### src/rtl/core/cle_pkg.sv
// ----------------------------------------------------------------------------
// cle_pkg
// Character codes, result kinds and controller/datapath interface types.
// ----------------------------------------------------------------------------
package cle_pkg;

	localparam int BUFFER_DEPTH_DEF = 128;

	localparam logic [7:0] CH_NUL  = 8'h00;
	localparam logic [7:0] CH_EOF  = 8'h04;
	localparam logic [7:0] CH_BS   = 8'h08;
	localparam logic [7:0] CH_LF   = 8'h0A;
	localparam logic [7:0] CH_CR   = 8'h0D;
	localparam logic [7:0] CH_DLE  = 8'h10;
	localparam logic [7:0] CH_KILL = 8'h15;
	localparam logic [7:0] CH_DEL  = 8'h7F;

	typedef logic [2:0] kind_t;

	localparam kind_t KIND_IGNORED = 3'd0;
	localparam kind_t KIND_ECHO    = 3'd1;
	localparam kind_t KIND_ERASE   = 3'd2;
	localparam kind_t KIND_READ    = 3'd3;
	localparam kind_t KIND_EOF     = 3'd4;
	localparam kind_t KIND_EMPTY   = 3'd5;

	typedef struct packed {
		logic load;
		logic kill_addr;
		logic kill_step;
		logic emit_char;
		logic emit_read;
		logic emit_kill;
	} cmd_t;

	typedef struct packed {
		logic in_op;
		logic in_kill;
		logic out_free;
		logic ed_eq_cm;
		logic rdata_lf;
	} status_t;

endpackage

### src/rtl/core/cle_ctrl.sv
// ----------------------------------------------------------------------------
// cle_ctrl
// Sequencer: accepts a beat, walks kill erasure, and issues result commands.
// ----------------------------------------------------------------------------
module cle_ctrl import cle_pkg::*; (
	input  logic    clk,
	input  logic    arst_n,
	input  logic    in_valid,
	output logic    in_ready,
	input  status_t st,
	output cmd_t    cmd
);

	typedef enum logic [4:0] {
		ST_IDLE = 5'b00001,
		ST_CHAR = 5'b00010,
		ST_RD   = 5'b00100,
		ST_KRD  = 5'b01000,
		ST_KCHK = 5'b10000
	} state_t;

	state_t state_q, state_d;

	always_ff @(posedge clk or negedge arst_n) begin
		if (!arst_n) begin
			state_q <= ST_IDLE;
		end else begin
			state_q <= state_d;
		end
	end

	always_comb begin
		state_d = state_q;
		cmd = '0;
		in_ready = 1'b0;
		case (state_q)
			ST_IDLE: begin
				in_ready = 1'b1;
				if (in_valid) begin
					cmd.load = 1'b1;
					if (st.in_op) begin
						state_d = ST_RD;
					end else if (st.in_kill) begin
						state_d = ST_KRD;
					end else begin
						state_d = ST_CHAR;
					end
				end
			end
			ST_CHAR: begin
				if (st.out_free) begin
					cmd.emit_char = 1'b1;
					state_d = ST_IDLE;
				end
			end
			ST_RD: begin
				if (st.out_free) begin
					cmd.emit_read = 1'b1;
					state_d = ST_IDLE;
				end
			end
			ST_KRD: begin
				cmd.kill_addr = 1'b1;
				if (st.ed_eq_cm) begin
					if (st.out_free) begin
						cmd.emit_kill = 1'b1;
						state_d = ST_IDLE;
					end
				end else begin
					state_d = ST_KCHK;
				end
			end
			ST_KCHK: begin
				cmd.kill_addr = 1'b1;
				if (st.rdata_lf) begin
					if (st.out_free) begin
						cmd.emit_kill = 1'b1;
						state_d = ST_IDLE;
					end
				end else begin
					cmd.kill_step = 1'b1;
					state_d = ST_KRD;
				end
			end
			default: begin
				state_d = ST_IDLE;
			end
		endcase
	end

endmodule

### src/rtl/core/cle_dpath.sv
// ----------------------------------------------------------------------------
// cle_dpath
// Line store, read/commit/edit indices, kill counter and result register.
// ----------------------------------------------------------------------------
module cle_dpath import cle_pkg::*; #(
	parameter int BUFFER_DEPTH = BUFFER_DEPTH_DEF
) (
	input  logic        clk,
	input  logic        arst_n,
	input  logic [15:0] s_tdata,
	input  logic        s_tuser,
	input  cmd_t        cmd,
	output status_t     st,
	output logic        m_tvalid,
	input  logic        m_tready,
	output logic [23:0] m_tdata,
	output logic        m_tlast,
	output logic [2:0]  m_tuser
);

	localparam int IW = $clog2(2 * BUFFER_DEPTH);
	localparam int SW = $clog2(BUFFER_DEPTH);
	localparam int CW = $clog2(BUFFER_DEPTH + 1);
	localparam logic [IW-1:0] IDX_LAST = IW'(2 * BUFFER_DEPTH - 1);
	localparam logic [IW:0]   IDX_MOD  = (IW + 1)'(2 * BUFFER_DEPTH);
	localparam logic [IW-1:0] IDX_DEPTH = IW'(BUFFER_DEPTH);

	function automatic logic [IW-1:0] idx_inc(input logic [IW-1:0] x);
		return (x == IDX_LAST) ? '0 : x + 1'b1;
	endfunction

	function automatic logic [IW-1:0] idx_dec(input logic [IW-1:0] x);
		return (x == '0) ? IDX_LAST : x - 1'b1;
	endfunction

	function automatic logic [IW-1:0] idx_diff(input logic [IW-1:0] a, input logic [IW-1:0] b);
		logic [IW:0] t;
		t = (a >= b) ? {1'b0, a - b} : ({1'b0, a} + IDX_MOD - {1'b0, b});
		return t[IW-1:0];
	endfunction

	function automatic logic [SW-1:0] slot(input logic [IW-1:0] x);
		logic [IW-1:0] t;
		t = (x >= IDX_DEPTH) ? x - IDX_DEPTH : x;
		return t[SW-1:0];
	endfunction

	logic [7:0]    mem_q [BUFFER_DEPTH];
	logic [7:0]    rdata_q;
	logic [IW-1:0] rd_q, cm_q, ed_q;
	logic          first_q;
	logic [7:0]    ch_q;
	logic [CW-1:0] count_q;

	logic          m_tvalid_q;
	kind_t         kind_q;
	logic [7:0]    data_q, cnt_q;
	logic          lend_q, comm_q;

	logic          out_free;
	logic [SW-1:0] raddr;
	logic          is_bs, full, store, commit_now, bs_erase;
	logic [7:0]    c_st;
	logic [IW-1:0] ed_inc;
	logic          rd_empty, rd_eof;
	kind_t         kind_d;
	logic [7:0]    data_d, cnt_d;
	logic          lend_d, comm_d, emit;

	assign out_free = !m_tvalid_q || m_tready;
	assign raddr = cmd.kill_addr ? slot(idx_dec(ed_q)) : slot(rd_q);

	assign st.in_op    = s_tuser;
	assign st.in_kill  = (s_tdata[7:0] == CH_KILL);
	assign st.out_free = out_free;
	assign st.ed_eq_cm = (ed_q == cm_q);
	assign st.rdata_lf = (rdata_q == CH_LF);

	always_comb begin
		is_bs = (ch_q == CH_BS) || (ch_q == CH_DEL);
		full = (idx_diff(ed_q, rd_q) == IDX_DEPTH);
		store = !is_bs && (ch_q != CH_NUL) && (ch_q != CH_DLE) && !full;
		bs_erase = is_bs && (ed_q != cm_q);
		c_st = (ch_q == CH_CR) ? CH_LF : ch_q;
		ed_inc = idx_inc(ed_q);
		commit_now = store && ((c_st == CH_LF) || (c_st == CH_EOF) ||
			(idx_diff(ed_inc, rd_q) == IDX_DEPTH));
		rd_empty = (rd_q == cm_q);
		rd_eof = (rdata_q == CH_EOF);
	end

	always_comb begin
		kind_d = KIND_IGNORED;
		data_d = '0;
		cnt_d = '0;
		lend_d = 1'b0;
		comm_d = 1'b0;
		emit = cmd.emit_char || cmd.emit_read || cmd.emit_kill;
		if (cmd.emit_char) begin
			if (bs_erase) begin
				kind_d = KIND_ERASE;
				cnt_d = 8'd1;
			end else if (store) begin
				kind_d = KIND_ECHO;
				data_d = c_st;
				comm_d = commit_now;
			end
		end else if (cmd.emit_read) begin
			if (rd_empty) begin
				kind_d = KIND_EMPTY;
			end else if (rd_eof) begin
				kind_d = KIND_EOF;
			end else begin
				kind_d = KIND_READ;
				data_d = rdata_q;
				lend_d = (rdata_q == CH_LF);
			end
		end else if (cmd.emit_kill) begin
			if (count_q != '0) begin
				kind_d = KIND_ERASE;
				cnt_d = (32'(count_q) > 32'd255) ? 8'hFF : 8'(count_q);
			end
		end
	end

	always_ff @(posedge clk) begin
		if (cmd.emit_char && store) begin
			mem_q[slot(ed_q)] <= c_st;
		end
		rdata_q <= mem_q[raddr];
	end

	always_ff @(posedge clk or negedge arst_n) begin
		if (!arst_n) begin
			rd_q <= '0;
			cm_q <= '0;
			ed_q <= '0;
			count_q <= '0;
			m_tvalid_q <= 1'b0;
		end else begin
			if (cmd.load) begin
				count_q <= '0;
			end
			if (cmd.kill_step) begin
				ed_q <= idx_dec(ed_q);
				count_q <= count_q + 1'b1;
			end
			if (cmd.emit_char) begin
				if (bs_erase) begin
					ed_q <= idx_dec(ed_q);
				end else if (store) begin
					ed_q <= ed_inc;
					if (commit_now) begin
						cm_q <= ed_inc;
					end
				end
			end
			if (cmd.emit_read && !rd_empty && (!rd_eof || first_q)) begin
				rd_q <= idx_inc(rd_q);
			end
			if (emit) begin
				m_tvalid_q <= 1'b1;
			end else if (m_tready) begin
				m_tvalid_q <= 1'b0;
			end
		end
	end

	always_ff @(posedge clk) begin
		if (cmd.load) begin
			ch_q <= s_tdata[7:0];
			first_q <= s_tdata[8];
		end
		if (emit) begin
			kind_q <= kind_d;
			data_q <= data_d;
			cnt_q <= cnt_d;
			lend_q <= lend_d;
			comm_q <= comm_d;
		end
	end

	assign m_tvalid = m_tvalid_q;
	assign m_tuser = kind_q;
	assign m_tlast = lend_q;
	assign m_tdata = {7'b0, comm_q, cnt_q, data_q};

endmodule

### src/rtl/core/console_line_editor.sv
// ----------------------------------------------------------------------------
// console_line_editor
// Canonical terminal line editor on a circular byte store.
// ----------------------------------------------------------------------------
// A received character or a read request is taken as one input beat and
// answered by exactly one result beat. Ordinary characters, backspace and
// read requests then wait in ST_CHAR or ST_RD until the output is free and
// the result is registered; a kill walks the edit index back with one
// registered read of the line store per character walked back, through
// the single read port of the store. No clearing pass runs after reset; the
// store holds no valid data until written. A new beat is taken only when the
// previous one is finished, while its result may still wait in the output
// register; a result not yet taken holds the next one back and stretches its
// item by the cycles of the stall.
module console_line_editor import cle_pkg::*; #(
	parameter int BUFFER_DEPTH = BUFFER_DEPTH_DEF
) (
	input  logic        clk,
	input  logic        arst_n,
	input  logic        s_tvalid,
	output logic        s_tready,
	input  logic [15:0] s_tdata,  // rx_char[7:0], first_of_read[8], zero[15:9]
	input  logic        s_tuser,  // op[0]
	output logic        m_tvalid,
	input  logic        m_tready,
	output logic [23:0] m_tdata,  // data[7:0], erase_count[15:8], committed[16], zero[23:17]
	output logic        m_tlast,  // line_end
	output logic [2:0]  m_tuser   // kind[2:0]
);

	cmd_t    cmd;
	status_t st;

	cle_ctrl u_ctrl (
		.clk      (clk),
		.arst_n   (arst_n),
		.in_valid (s_tvalid),
		.in_ready (s_tready),
		.st       (st),
		.cmd      (cmd)
	);

	cle_dpath #(
		.BUFFER_DEPTH (BUFFER_DEPTH)
	) u_dpath (
		.clk      (clk),
		.arst_n   (arst_n),
		.s_tdata  (s_tdata),
		.s_tuser  (s_tuser),
		.cmd      (cmd),
		.st       (st),
		.m_tvalid (m_tvalid),
		.m_tready (m_tready),
		.m_tdata  (m_tdata),
		.m_tlast  (m_tlast),
		.m_tuser  (m_tuser)
	);

endmodule

### config.mk
export PLATFORM = sky130hd
export DESIGN_NAME = console_line_editor
export DESIGN_NICKNAME = d
export VERILOG_FILES = /design/src/rtl/core/cle_pkg.sv /design/src/rtl/core/cle_ctrl.sv /design/src/rtl/core/cle_dpath.sv /design/src/rtl/core/console_line_editor.sv
export SDC_FILE = /design/constraint.sdc
export NUM_CORES = 2
export LEC_CHECK = 0
export BUFFER_PORTS_ARGS = -buffer_cell sky130_fd_sc_hd__buf_2
export CAP_MARGIN = 20
export CELL_PAD_IN_SITES_DETAIL_PLACEMENT = 0
export CELL_PAD_IN_SITES_GLOBAL_PLACEMENT = 2
export CORE_ASPECT_RATIO = 1.2
export CORE_MARGIN = 1.5
export CORE_UTILIZATION = 45
export CTS_BUF_LIST = sky130_fd_sc_hd__clkbuf_8 sky130_fd_sc_hd__clkbuf_16
export DETAILED_ROUTE_END_ITERATION = 7
export PLACE_DENSITY = 0.8
export SYNTH_ARGS = -nofsm -noshare
export SYNTH_HDL_FRONTEND = slang
export SYNTH_SLANG_ARGS = --single-unit
### constraint.sdc
create_clock -name clk -period 6.8 [get_ports clk]
set_input_delay 0.34 -clock clk [delete_from_list [all_inputs] [get_ports clk]]
set_output_delay 0.34 -clock clk [all_outputs]
set_load 0.01 [all_outputs]
==> results.cfg <==
[outcome]
status = completed

[die]
start_util_pct = 45.5
ios = 51
die_height_microns = 355
die_area_sq_um = 105000
die_width_microns = 296
core_area_sq_um = 102000
fp-row-count = 128

[timing]
timing_max_transition_violations_final = 0
setup_viol = 0
fin_ws_ns = 1.61
tightest_slew_ns = 1.13
tns_ns = 0
grt_setup_unrepaired = false
clock.fmax_ghz = 0.193
min_period_over_period_pct = 76.3
finClkSkew_ns = 0.0275
period_needed_ns = 5.19
hold_ws_ns = 0.0704
slew_headroom_pct = 24.8
hold_viol = 0

[final_layout]
n_antenna_cell = 0
finish.instance_area_sq_um = 51400
finalNetCount = 3585
area_growth_pct = 10.8
fillers = 8760
stdcell_count = 4992
drive_gt1_share_pct = 9.93

[synthesis]
async_flop_share_pct = 3.45
yosys-top-cells-count = 1,054 x edfxtp_1, 797 x nand2_1, 282 x nand3_1
synth-main-ff-cell = edfxtp_1
synth-seq-cells = 1100
yosys-top-cells-area = edfxtp_1 68%, nand2_1 6.5%, nand3_1 3.0%
synth_edf_count = 1054
syn-cell-area_sq_um = 46400
yosysTopAreaCell = edfxtp_1
yosys.cell_count.top_type = edfxtp_1
synth.distinct_cells = 80
synth_top_area_share_pct = 68.3
synthCells = 3541
syn_avg_cell_area_sq_um = 13.1
yosysWarnings = 0
synth_seq_area_share_pct = 70.7

[drt]
drt-total-wl_mm = 128
vias = 29300
routedWlPerCell_microns = 25.6
avgViaCountPerCell = 5.87
drt_iter0_markers = 2769
drt_first_pass_iters = 6
drc_errors = 0
antenna_left = 0

[setup_path]
r2r-end = u_dpath.rdata_q[3]
cp.required_ns = 7.40
reg2reg_slack_ns = 1.61
rr_worst_depth = 13
arrival_ns = 5.78
critical_path_class = flop to flop
critPathLaunchType = flop
critPathCaptureType = flop
path_max_fanout = 79
rr_startpoint = u_dpath.ed_q[0]

[power_and_ir_drop]
swShare_pct = 34.2
p_int_uw = 12700
seqPwrFrac_pct = 42.1
p_sw_uw = 6580
leakage_uw = 0.0175
clockPowerShare_pct = 29.2
ir_drop_uv = 285
power.density_nw_per_um2 = 374
combPwrFrac_pct = 28.7

[min_path]
hold_class = primary input to flop
worstHoldPathCells = 3
min_from = m_tready
hold_end = u_dpath.m_tvalid

[global_routing]
grt_first_pass_wirelength_mm = 188
antenna_found_initial = 0
busiest_layer = met2
overflow = 0
met3_usage_pct = 2.92
grt_max_degree = 118
met2_usage_pct = 40.9
met1_usage_pct = 32.2
grt_pass1_vias = 28600
grt_usage_pct = 24.4

[placement]
gp_congestion = 0.854
port_buffers = 36
place_area_sq_um = 47900
place_hpwl_mm = 79.0
pre_cts_ws_ns = 1.59
dp.cells = 4783

[job]
maxCapViolations = 0

[clock_network]
clockBufferDepth = 3
cts_sinks = 1100
cts_root_buf = clkbuf_16
cts_tree = yes
htreeDepth = 3
clk_pin_slew_worst_paths_ns = 0.06
cts_made_buffers = 105
cts_resized = 0
clk_latency_ns = 0.68
## power groups by stage
stage	Clock (uW)	Sequential [uW]	Combinational, uW
after floorplan	0	8120	3740
after CTS	5680	8100	5520
after detailed placement	0	8240	5500
final	5610	8100	5510
after global placement	0	8240	5420
after global routing	5940	8110	5970
## logic make-up (layout without fill, tap and decap cells)
kind of cell / after synthesis / after routing / synth area share, %
muxes: 149 / 149 / 3.91
AOI/OAI and AO/OA: 454 / 454 / 6.94
xor gates and xnor gates: 37 / 37 / 0.715
adders and majority gates: 22 / 22 / 0.626
buffers and inverters: 297 / 377 / 2.98
other: 1 / 7 / 0.00809
and+or+nand+nor: 1481 / 1481 / 14.2
DFF: 1100 / 1100 / 70.7
## placed cells by master (no fill, tap or decap), types with 8 or more instances in the layout
cell type,count
clkbuf_16,108
nor2_1,183
and3_1,44
buf_12,11
inv_1,85
a311o_1,29
buf_2,37
xnor2_1,17
edfxtp_1,1054
nand4_1,60
nor3_1,24
nand2_1,797
and4_1,8
or2_2,11
nand3_1,282
nor4_1,10
a22o_1,8
ha_1,20
mux2_2,36
clkinv_1,28
dfxtp_1,8
a311oi_1,28
dfrtp_1,37
a211oi_1,94
clkinv_2,13
buf_4,59
mux2i_1,91
a31oi_1,36
and2_1,9
xor2_1,19
o21ai_0,59
a21oi_1,68
o211ai_1,48
nor2b_1,10
dlygate4sd3_1,11
mux4_2,22
a221oi_1,22
## worst max-delay path, stage by stage (launching register included)
cell      delay, ns
dfrtp_1        0.58
inv_1          0.27
ha_1           0.28
nor3b_1        0.18
a21oi_4        0.58
a21o_4         0.82
buf_4          0.46
buf_4          0.47
mux2i_1        0.15
a221oi_1       0.32
o21ai_0        0.28
and3_1         0.23
nand4_1        0.17
nor4b_2        0.22
## metrics by stage
stage,total power [uW],util [%]
floorplan,11900,-
global placement,13700,47.0
detailed placement,13700,47.0
CTS,19300,50.4
global route,20000,50.4
finish,19200,50.4
## worst max-delay path by stage
| stage | from | slack, ns | endpoint | cells past startpoint |
|---|---|---|---|---|
| after floorplan | u_dpath.ch_q[2] | 1.95 | u_dpath.mem_q[0][2] | 3 |
| after global placement | u_dpath.ed_q[0] | 1.70 | u_dpath.rdata_q[3] | 13 |
| after detailed placement | u_dpath.ed_q[0] | 1.59 | u_dpath.rdata_q[3] | 13 |
| after CTS | u_dpath.ed_q[0] | 1.61 | u_dpath.rdata_q[3] | 13 |
| after global routing | u_dpath.ed_q[0] | 1.37 | u_dpath.rdata_q[6] | 13 |
| final | u_dpath.ed_q[0] | 1.61 | u_dpath.rdata_q[3] | 13 |
## cell type report
| class | instances | area [sq um] | share of cell area [%] |
|---|---|---|---|
| clock inverter | 83 | 577 | 1.12 |
| multi-input combinational | 2150 | 12400 | 24.1 |
| timing repair buffer | 122 | 996 | 1.94 |
| inverter | 63 | 236 | 0.460 |
| tap | 1365 | 1710 | 3.33 |
| clock buffer | 109 | 2720 | 5.29 |
| sequential | 1100 | 32800 | 63.8 |
## routing by layer
metal  vias up  routed length (microns)
met1     14800                    51900
li1      13200                        -
met5         -                        0
met4         0                     5200
met3       229                     7940
met2      1073                    63000
## state kept, by name, indices dropped and copies added (netlist names), 5 cells and up
name and cells:
u_dpath.rdata_q 8, u_dpath.mem_q 1024, u_dpath.data_q 8, u_dpath.ed_q 8, u_dpath.count_q 8, u_dpath.ch_q 8, u_dpath.cm_q 8, u_ctrl.state_q 5
u_dpath.rd_q 8, u_dpath.cnt_q 8
## timing repair
| item | CTS | global route |
|---|---|---|
| setup buffers | 0 | 0 |
| endpoints found under the hold margin | 47 | 0 |
| hold buffers | 11 | 0 |
(Power assumes the default switching activity.)
